===== config.mk =====
export PLATFORM = sky130hd
export DESIGN_NAME = stop_and_wait_retransmit_controller
export DESIGN_NICKNAME = d
export VERILOG_FILES = /design/src/sv/swrc_pkg.sv /design/src/sv/stop_and_wait_retransmit_controller.sv
export SDC_FILE = /design/constraint.sdc
export NUM_CORES = 1
export LEC_CHECK = 0
export BUFFER_PORTS_ARGS = -buffer_cell sky130_fd_sc_hd__buf_2
export CAP_MARGIN = 30
export CORE_MARGIN = 1
export CORE_UTILIZATION = 60
export CTS_CLUSTER_SIZE = 40
export DETAILED_ROUTE_END_ITERATION = 6
export PLACE_DENSITY = 0.89
export SETUP_SLACK_MARGIN = 0.2
export SYNTH_ARGS = -nofsm -noshare
export SYNTH_HDL_FRONTEND = slang
export SYNTH_SLANG_ARGS = --single-unit

===== constraint.sdc =====
create_clock -name clk -period 9 [get_ports clk]
set_input_delay 0.9 -clock clk [delete_from_list [all_inputs] [get_ports clk]]
set_output_delay 0.9 -clock clk [all_outputs]
set_load 0.02 [all_outputs]

===== src/sv/swrc_pkg.sv =====
// Shared types, codes and reset values of the stop-and-wait retransmit controller.
`default_nettype none

package swrc_pkg;

  localparam int unsigned QUEUE_DEPTH = 16;

  localparam int unsigned TID_W       = 32;
  localparam int unsigned BASE_TO_W   = 16;
  localparam int unsigned RETRY_W     = 8;
  localparam int unsigned MULT_W      = 8;
  localparam int unsigned IDLE_TO_W   = 16;
  localparam int unsigned TIMEOUT_W   = 32;
  localparam int unsigned CFG_ADDR_W  = 2;
  localparam int unsigned CFG_DATA_W  = 16;
  localparam int unsigned IN_DATA_W   = 40;
  localparam int unsigned IN_USER_W   = 2;
  localparam int unsigned OUT_DATA_W  = 40;
  localparam int unsigned OUT_USER_W  = 3;

  localparam logic [BASE_TO_W-1:0] BASE_TO_RST = 16'd500;
  localparam logic [RETRY_W-1:0]   RETRY_RST   = 8'd7;
  localparam logic [MULT_W-1:0]    MULT_RST    = 8'd16;
  localparam logic [IDLE_TO_W-1:0] IDLE_TO_RST = 16'd5000;

  typedef enum logic [CFG_ADDR_W-1:0] {
    REG_BASE_TIMEOUT = 2'd0,
    REG_RETRY_LIMIT  = 2'd1,
    REG_LAST_MULT    = 2'd2,
    REG_IDLE_TIMEOUT = 2'd3
  } reg_idx_t;

  typedef enum logic [IN_USER_W-1:0] {
    FUNC_SEND = 2'd0,
    FUNC_ACK  = 2'd1,
    FUNC_DATA = 2'd2,
    FUNC_TICK = 2'd3
  } func_t;

  typedef enum logic [OUT_USER_W-1:0] {
    ACT_NONE        = 3'd0,
    ACT_TX          = 3'd1,
    ACT_RETX        = 3'd2,
    ACT_ACK         = 3'd3,
    ACT_DROP_CLOSED = 3'd4,
    ACT_DROP_FULL   = 3'd5,
    ACT_CLOSED      = 3'd6
  } action_t;

endpackage

`default_nettype wire


===== src/sv/stop_and_wait_retransmit_controller.sv =====
// Stop-and-wait retransmit controller: id queue, retry backoff and idle timer.
//
//   Channel   Direction  Handshake              Contents
//   in_*      in         in_tvalid/in_tready    tuser: func; tdata: rx_tid, body_nonempty
//   out_*     out        out_tvalid/out_tready  tuser: action; tdata: tid, deliver, link
//   cfg_*     in         cfg_we (no wait)       cfg_addr register index, cfg_wdata value
//
// Every transaction is worked out in the cycle it is accepted and its result is
// registered, so the result appears in the next cycle and one item a cycle is taken.
// The single output register sets the rate: a new item is taken while the held
// result is being taken, and the input stalls only while the output is stalled.
// Reset (rst_n low, synchronous) restores the register defaults, opens the link
// and empties the queue; no clearing pass is needed.
// The pending ids are always consecutive, so the front id follows from the last
// id issued and the queue fill count, and no id storage is kept.
`default_nettype none

module stop_and_wait_retransmit_controller #(
  parameter int unsigned QUEUE_DEPTH = swrc_pkg::QUEUE_DEPTH
) (
  input  wire logic                                clk,
  input  wire logic                                rst_n,
  // Configuration write port.
  input  wire logic                                cfg_we,
  input  wire logic [swrc_pkg::CFG_ADDR_W-1:0]     cfg_addr,
  input  wire logic [swrc_pkg::CFG_DATA_W-1:0]     cfg_wdata,
  // Input stream.
  input  wire logic                                in_tvalid,
  output logic                                     in_tready,
  // [31:0] rx_tid, [32] body_nonempty, [39:33] zero
  input  wire logic [swrc_pkg::IN_DATA_W-1:0]      in_tdata,
  // [1:0] func
  input  wire logic [swrc_pkg::IN_USER_W-1:0]      in_tuser,
  // Result stream.
  output logic                                     out_tvalid,
  input  wire logic                                out_tready,
  // [31:0] out_tid, [32] deliver, [33] link_is_open, [39:34] zero
  output logic [swrc_pkg::OUT_DATA_W-1:0]          out_tdata,
  // [2:0] action
  output logic [swrc_pkg::OUT_USER_W-1:0]          out_tuser
);

  localparam int unsigned CntW = $clog2(QUEUE_DEPTH + 1);
  localparam int unsigned TidW = swrc_pkg::TID_W;
  localparam int unsigned ToW  = swrc_pkg::TIMEOUT_W;

  // Configuration registers.
  logic [swrc_pkg::BASE_TO_W-1:0] base_to_r;
  logic [swrc_pkg::RETRY_W-1:0]   retry_lim_r;
  logic [swrc_pkg::MULT_W-1:0]    last_mult_r;
  logic [swrc_pkg::IDLE_TO_W-1:0] idle_to_r;

  // Protocol state.
  logic                           link_open_r, link_open_nxt;
  logic [TidW-1:0]                last_tid_r, last_tid_nxt;
  logic [CntW-1:0]                q_count_r, q_count_nxt;
  logic                           in_flight_r, in_flight_nxt;
  logic [swrc_pkg::RETRY_W-1:0]   send_cnt_r, send_cnt_nxt;
  logic [ToW-1:0]                 cur_to_r, cur_to_nxt;
  logic [ToW-1:0]                 retx_cnt_r, retx_cnt_nxt;
  logic [swrc_pkg::IDLE_TO_W-1:0] idle_cnt_r, idle_cnt_nxt;
  logic                           idle_run_r, idle_run_nxt;

  // Output register.
  logic                           out_valid_r;
  logic [swrc_pkg::OUT_DATA_W-1:0] out_tdata_r, out_tdata_nxt;
  logic [swrc_pkg::OUT_USER_W-1:0] out_tuser_r;
  swrc_pkg::action_t              action_nxt;

  logic                           accept;
  swrc_pkg::func_t                func;
  logic [TidW-1:0]                rx_tid;
  logic                           body_nonempty;
  logic [TidW-1:0]                front_id;
  logic [TidW-1:0]                tid_nxt;
  logic                           deliver_nxt;
  logic [ToW-1:0]                 last_wait;
  logic [ToW-1:0]                 doubled_to;
  logic [swrc_pkg::IDLE_TO_W-1:0] idle_load;
  logic [ToW-1:0]                 idle_dec;
  logic                           retx_expired;
  logic                           pop;

  assign in_tready     = !out_valid_r || out_tready;
  assign accept        = in_tvalid && in_tready;
  assign func          = swrc_pkg::func_t'(in_tuser);
  assign rx_tid        = in_tdata[TidW-1:0];
  assign body_nonempty = in_tdata[TidW];

  // Oldest pending id; equals the next id to issue when the queue is empty.
  assign front_id   = last_tid_r - TidW'(q_count_r) + TidW'(1);
  assign last_wait  = ToW'(base_to_r) * ToW'(last_mult_r);
  assign doubled_to = cur_to_r[ToW-1] ? '1 : {cur_to_r[ToW-2:0], 1'b0};
  assign idle_load  = (idle_to_r == '0) ? swrc_pkg::IDLE_TO_W'(1) : idle_to_r;
  assign idle_dec   = ToW'(idle_cnt_r) - ToW'(1);

  always_comb begin
    link_open_nxt = link_open_r;
    last_tid_nxt  = last_tid_r;
    q_count_nxt   = q_count_r;
    in_flight_nxt = in_flight_r;
    send_cnt_nxt  = send_cnt_r;
    cur_to_nxt    = cur_to_r;
    retx_cnt_nxt  = retx_cnt_r;
    idle_cnt_nxt  = idle_cnt_r;
    idle_run_nxt  = idle_run_r;
    action_nxt    = swrc_pkg::ACT_NONE;
    tid_nxt       = '0;
    deliver_nxt   = 1'b0;
    retx_expired  = 1'b0;
    pop           = 1'b0;

    case (func)
      swrc_pkg::FUNC_SEND: begin
        if (!link_open_r) begin
          action_nxt = swrc_pkg::ACT_DROP_CLOSED;
        end else if (q_count_r >= CntW'(QUEUE_DEPTH)) begin
          action_nxt = swrc_pkg::ACT_DROP_FULL;
        end else begin
          last_tid_nxt = last_tid_r + TidW'(1);
          q_count_nxt  = q_count_r + CntW'(1);
          if (!in_flight_r) begin
            in_flight_nxt = 1'b1;
            send_cnt_nxt  = send_cnt_r + swrc_pkg::RETRY_W'(1);
            retx_cnt_nxt  = (cur_to_r == '0) ? ToW'(1) : cur_to_r;
            tid_nxt       = front_id;
            action_nxt    = swrc_pkg::ACT_TX;
          end
        end
      end
      swrc_pkg::FUNC_ACK: begin
        if (link_open_r) begin
          idle_cnt_nxt = idle_load;
          idle_run_nxt = 1'b1;
          pop = (q_count_r != '0) && (front_id == rx_tid);
          if (pop) begin
            q_count_nxt   = q_count_r - CntW'(1);
            retx_cnt_nxt  = '0;
            send_cnt_nxt  = '0;
            cur_to_nxt    = ToW'(base_to_r);
            in_flight_nxt = 1'b0;
          end
          // The next entry goes out at once if one is waiting.
          if ((!in_flight_nxt) && (q_count_nxt != '0)) begin
            in_flight_nxt = 1'b1;
            send_cnt_nxt  = send_cnt_nxt + swrc_pkg::RETRY_W'(1);
            retx_cnt_nxt  = (cur_to_nxt == '0) ? ToW'(1) : cur_to_nxt;
            tid_nxt       = front_id + TidW'(pop);
            action_nxt    = swrc_pkg::ACT_TX;
          end
        end
      end
      swrc_pkg::FUNC_DATA: begin
        if (link_open_r) begin
          idle_cnt_nxt = idle_load;
          idle_run_nxt = 1'b1;
          deliver_nxt  = body_nonempty;
          tid_nxt      = rx_tid;
          action_nxt   = swrc_pkg::ACT_ACK;
        end
      end
      swrc_pkg::FUNC_TICK: begin
        if (retx_cnt_r != '0) begin
          retx_cnt_nxt = retx_cnt_r - ToW'(1);
          retx_expired = (retx_cnt_r == ToW'(1));
        end
        // The idle expiry is looked at first and wins over a retransmit expiry.
        if (idle_run_r) begin
          if (idle_cnt_r != '0) begin
            idle_cnt_nxt = idle_dec[swrc_pkg::IDLE_TO_W-1:0];
          end
          if (idle_cnt_nxt == '0) begin
            idle_run_nxt = 1'b0;
            if (link_open_r) begin
              action_nxt = swrc_pkg::ACT_CLOSED;
            end
            link_open_nxt = 1'b0;
          end
        end
        if (retx_expired && link_open_nxt) begin
          if (send_cnt_r >= retry_lim_r) begin
            link_open_nxt = 1'b0;
            action_nxt    = swrc_pkg::ACT_CLOSED;
          end else begin
            if (({1'b0, send_cnt_r} + 9'd1) == {1'b0, retry_lim_r}) begin
              cur_to_nxt = last_wait;
            end else begin
              cur_to_nxt = doubled_to;
            end
            if (q_count_r != '0) begin
              send_cnt_nxt = send_cnt_r + swrc_pkg::RETRY_W'(1);
              retx_cnt_nxt = (cur_to_nxt == '0) ? ToW'(1) : cur_to_nxt;
              tid_nxt      = front_id;
              action_nxt   = swrc_pkg::ACT_RETX;
            end
          end
        end
      end
      default: begin
        action_nxt = swrc_pkg::ACT_NONE;
      end
    endcase
  end

  always_comb begin
    out_tdata_nxt               = '0;
    out_tdata_nxt[TidW-1:0]     = tid_nxt;
    out_tdata_nxt[TidW]         = deliver_nxt;
    out_tdata_nxt[TidW+1]       = link_open_nxt;
  end

  // Configuration registers.
  always_ff @(posedge clk) begin
    if (!rst_n) begin
      base_to_r   <= swrc_pkg::BASE_TO_RST;
      retry_lim_r <= swrc_pkg::RETRY_RST;
      last_mult_r <= swrc_pkg::MULT_RST;
      idle_to_r   <= swrc_pkg::IDLE_TO_RST;
    end else if (cfg_we) begin
      case (swrc_pkg::reg_idx_t'(cfg_addr))
        swrc_pkg::REG_BASE_TIMEOUT: base_to_r   <= cfg_wdata;
        swrc_pkg::REG_RETRY_LIMIT:  retry_lim_r <= cfg_wdata[swrc_pkg::RETRY_W-1:0];
        swrc_pkg::REG_LAST_MULT:    last_mult_r <= cfg_wdata[swrc_pkg::MULT_W-1:0];
        swrc_pkg::REG_IDLE_TIMEOUT: idle_to_r   <= cfg_wdata;
        default:                    base_to_r   <= base_to_r;
      endcase
    end
  end

  // Protocol state moves only on an accepted transaction.
  always_ff @(posedge clk) begin
    if (!rst_n) begin
      link_open_r <= 1'b1;
      last_tid_r  <= '0;
      q_count_r   <= '0;
      in_flight_r <= 1'b0;
      send_cnt_r  <= '0;
      cur_to_r    <= ToW'(swrc_pkg::BASE_TO_RST);
      retx_cnt_r  <= '0;
      idle_cnt_r  <= '0;
      idle_run_r  <= 1'b0;
    end else if (accept) begin
      link_open_r <= link_open_nxt;
      last_tid_r  <= last_tid_nxt;
      q_count_r   <= q_count_nxt;
      in_flight_r <= in_flight_nxt;
      send_cnt_r  <= send_cnt_nxt;
      cur_to_r    <= cur_to_nxt;
      retx_cnt_r  <= retx_cnt_nxt;
      idle_cnt_r  <= idle_cnt_nxt;
      idle_run_r  <= idle_run_nxt;
    end
  end

  // Output register; payload carries no reset.
  always_ff @(posedge clk) begin
    if (!rst_n) begin
      out_valid_r <= 1'b0;
    end else if (accept) begin
      out_valid_r <= 1'b1;
    end else if (out_tready) begin
      out_valid_r <= 1'b0;
    end
  end

  always_ff @(posedge clk) begin
    if (accept) begin
      out_tdata_r <= out_tdata_nxt;
      out_tuser_r <= action_nxt;
    end
  end

  assign out_tvalid = out_valid_r;
  assign out_tdata  = out_tdata_r;
  assign out_tuser  = out_tuser_r;

  // An entry in flight means the queue holds it.
  a_flight_has_entry: assert property (@(posedge clk) disable iff (!rst_n)
    in_flight_r |-> (q_count_r != '0))
    else $error("entry in flight with an empty queue");

  // The retransmit timer only runs for an entry in flight.
  a_timer_needs_flight: assert property (@(posedge clk) disable iff (!rst_n)
    (retx_cnt_r != '0) |-> in_flight_r)
    else $error("retransmit timer running with nothing in flight");

  // Once closed, the link stays closed until reset.
  a_closed_sticky: assert property (@(posedge clk) disable iff (!rst_n)
    !link_open_r |=> !link_open_r)
    else $error("link reopened without reset");

  // The fill count never passes the queue depth.
  a_count_bound: assert property (@(posedge clk) disable iff (!rst_n)
    q_count_r <= CntW'(QUEUE_DEPTH))
    else $error("queue fill count beyond depth");

  // A transmission is only reported on an open link.
  a_tx_on_open: assert property (@(posedge clk) disable iff (!rst_n)
    (out_valid_r && ((out_tuser_r == swrc_pkg::ACT_TX) ||
                     (out_tuser_r == swrc_pkg::ACT_RETX))) |-> out_tdata_r[TidW+1])
    else $error("transmission reported on a closed link");

endmodule

`default_nettype wire


==> reports/results.ini <==
[worst_setup_path]
timing_worst_setup_path_type=reg2reg
ff2ff_setup_slack_ns=1.47
end_kind=register
arrival_ns=7.84
worstPathMaxFanout=8
worstPathRequired_ns=9.31
cp-start-kind=register

[layout]
post-route-util_pct=65.7
fin_nets=2833
drive_above_1_share_pct=8.00
syn_to_final_growth_pct=7.51

[global_routing]
grt_overflow=0
grt_max_degree=86
grt_pass1_wl_um=95500
grt_use_total_pct=35.0
grt_pass1_vias=19400
grt_antenna_before_repair=0

[route]
via_per_inst=6.53
firstDrtPassIters=6
vias=19700
drc_errors=0
drtIter0Drc=2005
wl_per_cell_um=20.0
ant_nets=0
routed_wl_um=60400

[yosys]
synth_flop_cell=dfxtp_1
postSynthCellCount=2558
ys_seq_elements=214
synth-edff-count=37
syn_area_mm2=0.0200
avgSynthCellArea_um2=7.82
yosysSeqAreaShare_pct=23.3
ys_types=98
ys_warn_count=0
async_reset_ff_share_pct=0

[sta]
period_share_pct=83.7
rsz0062_at_grt=false
slew_headroom_pct=28.4
setup_viol=0
hold_viol=0
fmax_mhz=133
maxSlewViolCount=0
finClkSkew_ns=0.00747
worst_pin_slew_ns=1.07
setup_tns_ns=0
min_period_ns=7.53

[floorplanning]
initial_utilization_pct=61.1
num_rows=66
die_w_um=185
die_h_um=185
dieArea_mm2=0.0341
core-area_mm2=0.0327
pin_count=110

[cts]
clk_latency_ns=0.56
htreeDepth=1
hold_buffers=0
numCtsBuffers=26
ctsResizeCount=0
clkSinkCount=214
cts_buffer_depth=3
clockRootBuffer=clkbuf_16
cts_tree=built
cts_setup_buffers=0
clkTransAtPathRegs_ns=0.06

[run]
drv_cap=0

[power]
power_density_mw_per_mm2=129
peakVddDrop_uv=190
p_leak_nw=9.13

[place]
dp_hpwl_um=43500
portBuffers=96
gp_congestion=0.999

[outcome]
status=finished clean

[min_path]
worstHoldPathType=reg2reg

==> metrics by stage <==
step                area, um^2  hold slack [ns]  setup slack (ns)  instances  power, mW
floorplan                20000            0.436              2.59       2563       1.51
global placement         20600            0.458              1.81       2967       1.65
detailed placement       20600            0.464              1.66       2968       1.67
CTS                      21500            0.474              1.62       3016       2.76
global route             21500            0.497              1.05       3017       2.88
finish                   21500            0.475              1.47       3018       2.77
==> sequential cells by signal (all words and copies together) (netlist names) <==
| register | count |
|---|---|
| out_tdata | 34 |
| send_cnt_r | 8 |
| out_tuser | 3 |
| link_open_r | 1 |
| retx_cnt_r | 32 |
| idle_run_r | 1 |
| in_flight_r | 1 |
| last_tid_r | 32 |
| base_to_r | 16 |
| q_count_r | 5 |
| last_mult_r | 8 |
| cur_to_r | 32 |
| retry_lim_r | 8 |
| idle_cnt_r | 16 |
| idle_to_r | 16 |
| out_tvalid | 1 |
==> power breakdown <==
group	leakage (nW)	total, mW	switching [mW]	internal (mW)
Clock	0.431	1.10	0.446	0.657
Combinational	6.89	0.601	0.372	0.229
Sequential	1.81	1.07	0.0549	1.02
Total	9.13	2.77	0.873	1.90
==> area by class of cell <==
type	instances	area (um^2)
multi-input combinational	2032	14100
fill	2723	11200
timing repair buffer	118	652
tap	442	553
inverter	163	613
clock inverter	14	165
clock buffer	34	731
antenna	1	2.50
sequential	214	4650
==> synth_stat cells (all sizes together) (7+ instances only) <==
master	count	area, um^2
nand2	345	1290
nor2	255	957
a21oi	192	991
dfxtp	177	3540
inv	163	612
ha	128	1600
clkbuf	123	462
o21ai	123	619
xnor2	104	911
fa	85	1700
nand3	80	400
and2	69	432
nor3	67	345
xor2	54	473
a22oi	44	330
edfxtp	37	1110
mux2i	33	330
nand4	32	213
buf	31	191
nor4	31	206
a211oi	25	205
a21o	24	180
and3	22	138
o211ai	22	170
a31oi	21	138
o221ai	18	164
o31ai	16	120
nand2b	15	93.8
o22ai	13	81.3
o211a	12	120
o21a	12	90.1
nand3b	11	82.6
or4	11	82.6
o21bai	10	75.1
or3	10	62.6
a221oi	8	70.1
a22o	8	70.1
or2	8	50.1
xnor3	8	180
o2111ai	7	61.3
==> cells in the final DEF, fill, tap and decap left out, types with 30 or more instances in the layout <==
cell | Yosys | final
a22oi_1 | 44 | 44
fa_1 | 85 | 85
o21ai_0 | 89 | 89
a21oi_1 | 188 | 188
nor2_1 | 255 | 254
mux2i_1 | 33 | 33
ha_1 | 128 | 127
o21ai_1 | 33 | 33
nand3_1 | 80 | 80
edfxtp_1 | 37 | 37
buf_2 | 12 | 96
nor3_1 | 65 | 64
xor2_1 | 54 | 54
dfxtp_1 | 177 | 177
nand4_1 | 30 | 30
inv_1 | 163 | 161
and2_1 | 68 | 68
xnor2_1 | 104 | 104
nand2_1 | 345 | 345
==> kinds of logic (layout without fill, tap and decap cells) <==
kind of cell	count (synthesis)	count (layout)	synth area share [%]
flops	214	214	23.3
xor+xnor	171	171	8.42
fa+ha+maj	213	213	16.5
simple gates	986	986	23.1
mux	39	39	1.99
compound gates	617	617	20.3
buf+inv	317	329	6.33
other cells	1	7	0.0188
==> final timing paths <==
check        cells past startpoint         start       endpoint
max                             26  q_count_r[0]  out_tdata[31]
min reg2reg                      2  idle_to_r[0]   idle_to_r[0]
min                              2  idle_to_r[0]   idle_to_r[0]
max reg2reg                     26  q_count_r[0]  out_tdata[31]
==> critical path, cell delays in order (launching register included) <==
cell,delay (ns)
dfxtp_1,0.39
inv_1,0.13
ha_1,0.22
ha_1,0.24
fa_1,0.49
a211oi_2,0.35
o211ai_2,0.21
nand4_2,0.25
nand2_1,0.15
a311oi_2,0.41
xnor3_1,0.32
or4_1,0.54
nand2b_1,0.17
or4_1,0.54
nor2_1,0.20
ha_1,0.21
nand3_1,0.11
nand3b_1,0.24
nor2_1,0.18
nand4_1,0.18
or2_2,0.42
nor3_1,0.29
nand4_1,0.22
nor2_1,0.24
nand3_1,0.12
xnor2_1,0.16
a221o_1,0.31
==> metal layers <==
metal / vias to the layer above / GRT usage (%) / routed length [um]
met5: - / 0 / 0
met4: 0 / 22.8 / 4110
met3: 310 / 5.87 / 5190
met2: 1175 / 61.4 / 28800
met1: 9247 / 39.1 / 22200
li1: 8964 / - / -
No activity file was read; power rests on OpenSTA's default activity.
